File: src/rtl/tkls_pkg.sv
// Package for the top-K selector: widths, defaults and the cell control struct.
`timescale 1ns / 1ps
`default_nettype none

package tkls_pkg;

  // Field widths fixed by the interface.
  localparam int SAMPLE_W = 32;
  localparam int KEEP_W   = 11;

  // Default depth of the cell chain and the reset value of the K register.
  localparam int MAX_K_DEF = 1024;
  localparam logic [KEEP_W-1:0] KEEP_RST = KEEP_W'(1024);

  // Control broadcast to every cell of the chain.
  typedef struct packed {
    logic en;    // a sample beat is taken this cycle
    logic fill;  // store not yet full: insert, otherwise replace the minimum
  } cell_ctrl_t;

endpackage

`default_nettype wire

File: src/rtl/tkls_cell.sv
// One cell of the sorted chain: holds a single kept value, ascending from cell 0.
`timescale 1ns / 1ps
`default_nettype none

module tkls_cell #(
  parameter int CNT_W = 11,
  parameter int IDX   = 0
) (
  input  wire                               clk,
  input  wire tkls_pkg::cell_ctrl_t         ctrl,
  input  wire signed [tkls_pkg::SAMPLE_W-1:0] sample,
  input  wire        [CNT_W-1:0]            fill_count,
  input  wire signed [tkls_pkg::SAMPLE_W-1:0] prev_val,
  input  wire                               prev_le,
  input  wire signed [tkls_pkg::SAMPLE_W-1:0] next_val,
  input  wire                               next_lt,
  output logic signed [tkls_pkg::SAMPLE_W-1:0] val,
  output logic                              le,
  output logic                              lt
);
  import tkls_pkg::*;

  logic                       occupied;
  logic signed [SAMPLE_W-1:0] val_next;

  // The cell holds a kept value when its place lies below the fill count.
  assign occupied = (CNT_W'(IDX) < fill_count);
  assign le       = occupied && (val <= sample);
  assign lt       = occupied && (val < sample);

  // Insertion shifts larger values up by one place; replacement shifts
  // smaller values down by one place, dropping the minimum from cell 0.
  always_comb begin
    if (ctrl.fill) begin
      if (le) begin
        val_next = val;
      end else if (!prev_le) begin
        val_next = prev_val;
      end else begin
        val_next = sample;
      end
    end else begin
      if (next_lt) begin
        val_next = next_val;
      end else if (lt) begin
        val_next = sample;
      end else begin
        val_next = val;
      end
    end
  end

  // Stored value; payload only, so no reset.
  always_ff @(posedge clk) begin
    if (ctrl.en) begin
      val <= val_next;
    end
  end

endmodule

`default_nettype wire

File: config.mk
export PLATFORM = sky130hd
export DESIGN_NAME = tkls_cell
export DESIGN_NICKNAME = d
export VERILOG_FILES = /design/src/rtl/tkls_pkg.sv /design/src/rtl/tkls_cell.sv
export SDC_FILE = /design/constraint.sdc
export NUM_CORES = 1
export LEC_CHECK = 0
export ABC_CLOCK_PERIOD_IN_PS = 6300
export BUFFER_PORTS_ARGS = -buffer_cell sky130_fd_sc_hd__buf_2
export CELL_PAD_IN_SITES_DETAIL_PLACEMENT = 0
export CELL_PAD_IN_SITES_GLOBAL_PLACEMENT = 1
export CORE_MARGIN = 3
export CORE_UTILIZATION = 33
export CTS_BUF_LIST = sky130_fd_sc_hd__clkbuf_8
export CTS_CLUSTER_DIAMETER = 100
export DETAILED_ROUTE_END_ITERATION = 6
export GPL_TIMING_DRIVEN = 1
export PLACE_DENSITY_LB_ADDON = 0.1
export SLEW_MARGIN = 10
export SYNTH_ARGS = -nofsm -noshare
export SYNTH_HDL_FRONTEND = slang
export SYNTH_SLANG_ARGS = --single-unit
export TNS_END_PERCENT = 20
File: constraint.sdc
create_clock -name clk -period 6.3 [get_ports clk]
set_input_delay 0 -clock clk [delete_from_list [all_inputs] [get_ports clk]]
set_output_delay 0 -clock clk [all_outputs]
set_load 0.01 [all_outputs]
==> results.md <==
- Setup violators final: 0
- DR DRC count: 0
- Ys Warns: 0
- CORE AREA: 0.00777 mm^2
- HPWL after detailed placement: 6150 um
- CTS tree: yes
- Synth Register Bits: 32
- DRT iter0 DRCs: 85
- DR pass1 iterations: 4
- Register area: 961 um^2
- Ant diodes: 0
- Buf+Inv Stages, Crit Path: 1
- CTS root buffer: clkbuf_8
- Leakage: about 1.9 nW
- Via count: 2592
- Reg with most FFs: val
- Max-Cap Viols: 0
- Minimum clock period after layout: approximately 3.8 ns
- Critical path required time: roughly 6.3 ns
- Max Transition Viols Final: 0
- Final Hold Vio Count: 0
- Family with the most delay on the worst path: compound AO/OA/AOI/OAI gates
- RSZ-0062 raised after global routing: no
- Worst VDD drop: ~0.000077 V
- CTS buffer count: 5
- Area of the multi-input gates: ~0.0015 mm^2
- Outcome: complete, no violations
- R2R Path Start: val[14]
- Adder-Cell Fraction of Synth Area: 0.151
- Die X: 95.6 um
- # port buffers: between 100 and 150
- Synth Area in XOR/XNOR: 0
- Worst-Margin Slew: ~1.1 ns
- # rows: 32
- Kind of critical path: reg2reg
- Synthesized instance count: ~280
- Vias in the first global route: 2551
- CTS Sinks: 32
- Period utilization: 0.595
- Post-CTS setup buffer count: 0
- Clock Tree Buf Depth: 2
- Pwr per Cell Area: 182 mW/mm^2
- Gpl congestion: approximately 0.74
- Max Clk Rate: between 200 and 300 MHz
- Crit-path cells: ha_1 -> a21oi_1 -> nand2_1 -> a21o_1 -> o41a_1 -> o21ai_1 -> or3b_1 -> a211oi_4 -> buf_4
- Largest family of logic cells by synthesized area: compound AO/OA/AOI/OAI gates
- Crit-path max FO: 19
- Hold endpoint: val[3]
- Largest net degree at the start of global routing: 41
- Skew-Pair Late Insertion Delay: 0.28 ns
- Nets: 559
- Mapped Nets: 421
- Compound-Gate Fraction of Synth Area: 0.219
- Total Routed Length: roughly 8000 um
- H-tree Lvls: 2
- Biggest regs: val (32)
- Layout Cell Area excl Fill: approximately 0.0036 mm^2
- Critical path depth: 9
- Top cells by area, synth: edfxtp_1 (36%), ha_1 (15%), mux2i_1 (7.2%)
- Post-synthesis sequential area ratio: 0.362
- Vias per cell: around 5.0
- Reg2reg end: val[0]
- Placed Instance Area: 0.00347 mm^2
- Mux cell area share after synthesis: 0.0717
- Initial Utilization: 0.341
- First-pass GRT wire length: 12100 um
- Total GRT Usage: 0.170
- Post-synthesis simple-gate area fraction: 0.126
- Cell depth of the worst flop-to-flop path: 9
- Setup TNS Final: 0 ns
- Initial antenna violation count: 0
- Largest area contributor in the netlist: edfxtp_1
- Reg2Reg Setup Slack: approximately 2.5 ns
- Worst min path class: in2reg
- Hold path depth: 2
- Routed Antenna Nets: 0
- Full die area: around 0.0091 mm^2
- GR Overflow Total: 0
- WL per Instance: between 15 and 20 um
- Fill cell count: roughly 800
- Post-synthesis area per instance: about 9.6 um^2
- Layout cell share with drive strength beyond 1: 0.375
- Delay of the slowest critical-path stage: roughly 0.9 ns
- Layout Skew: slightly above 0.003 ns
- Slowest cell on crit path: a211oi_4
- Max reg flops: 32
- Hold-fix buffers, CTS: 0
- Crit path DAT: between 3 and 4 ns
- CTS clk-pin slew, worst paths: roughly 0.070 ns
- Worst rel slew slack: 0.289
- Count of different cell masters after synthesis: 29
- Worst hold start: next_val[3]
- Layout area overhead: 34.1%
- I/O Pins: ~150
- CP Capture Type: register
- Die Ht: 95.6 um
- Top-area cell type share of the netlist area: 0.362
- Worst setup SP type: register
- Post-cts sizing count: 0
- Mapped Area: between 0.002 and 0.003 mm^2
==> layer usage <==
metal,vias to the layer above,GRT usage,routed length (um)
li1,1321,-,-
met3,6,0.0395,646
met1,1171,0.230,3570
met4,0,0.0379,57
met2,94,0.274,3580
met5,-,0,0
==> power breakdown <==
| part | internal [W] | total (W) | switching, W |
|---|---|---|---|
| combinational | 0.0000976 | 0.000215 | 0.000118 |
| clock | 0.0000750 | 0.000155 | 0.0000800 |
| sequential | 0.000266 | 0.000278 | 0.0000117 |
| total | 0.000439 | 0.000648 | 0.000209 |
==> through the flow <==
stage / utilization / power, W / hold slack (ns) / setup WS, ns / std cells
3_5_place_dp: 0.447 / 0.000500 / 0.307 / 2.49 / 510
6_report: 0.458 / 0.000648 / 0.0189 / 2.55 / 518
4_1_cts: 0.458 / 0.000657 / 0.0111 / 2.47 / 518
3_3_place_gp: 0.447 / 0.000497 / 0.311 / 2.58 / 510
2_1_floorplan: - / 0.000403 / 0.215 / 1.31 / 277
5_1_grt: 0.458 / 0.000694 / 0.0191 / 2.20 / 518
==> Yosys cell counts, drive strengths merged <==
library cell and count:
nand4b 1, nor2b 3, a221oi 1, mux2i 19
o211a 18, nand2 27, nand4 3, nor4b 1
clkbuf 11, nor3 15, a21o 3, o211ai 1
edfxtp 32, a211oi 3, nor4 3, ha 32
or3b 1, a221o 13, nand3 4, and4 5
inv 34, a21oi 32, a21boi 1, o21ai 6
buf 4, o41a 1, nor2 3
==> layout make-up <==
| class | instances | share of cell area |
|---|---|---|
| Inverter | 34 | 0.0359 |
| Sequential cell | 32 | 0.270 |
| Timing Repair Buffer | 146 | 0.206 |
| Tap cell | 102 | 0.0359 |
| Clock inverter | 3 | 0.00387 |
| Multi-Input combinational cell | 196 | 0.428 |
| Clock buffer | 5 | 0.0194 |
==> cells in the final DEF, fill, tap and decap left out, types with 2 or more instances in the layout <==
cell type,n
buf_2,145
inv_1,34
a21oi_1,32
ha_1,32
edfxtp_1,32
nand2_1,27
mux2i_1,19
o211a_1,18
nor3_1,15
a221o_1,13
and4_1,5
o21ai_0,5
clkbuf_8,5
nand3_1,4
nor4_1,3
a21o_1,3
nand4_1,3
nor2b_1,2
a211oi_1,2
nor2_1,2
clkinv_2,2
==> how the worst max path moves through the flow <==
stage | startpoint | endpoint
floorplan | val[14] | val[0]
global route | val[1] | val[0]
detailed placement | val[14] | val[10]
finish | val[14] | val[0]
CTS | val[1] | val[10]
global placement | val[14] | val[10]
==> logic make-up (layout without fill, tap and decap cells) <==
group                      after synthesis  after routing
DFF                                     32             32
and+or+nand+nor                         66             66
AOI/OAI and AO/OA                       79             79
muxes                                   19             19
adders and majority gates               32             32
buffers and inverters                   49            188
Power figures use the tool's default switching activity.
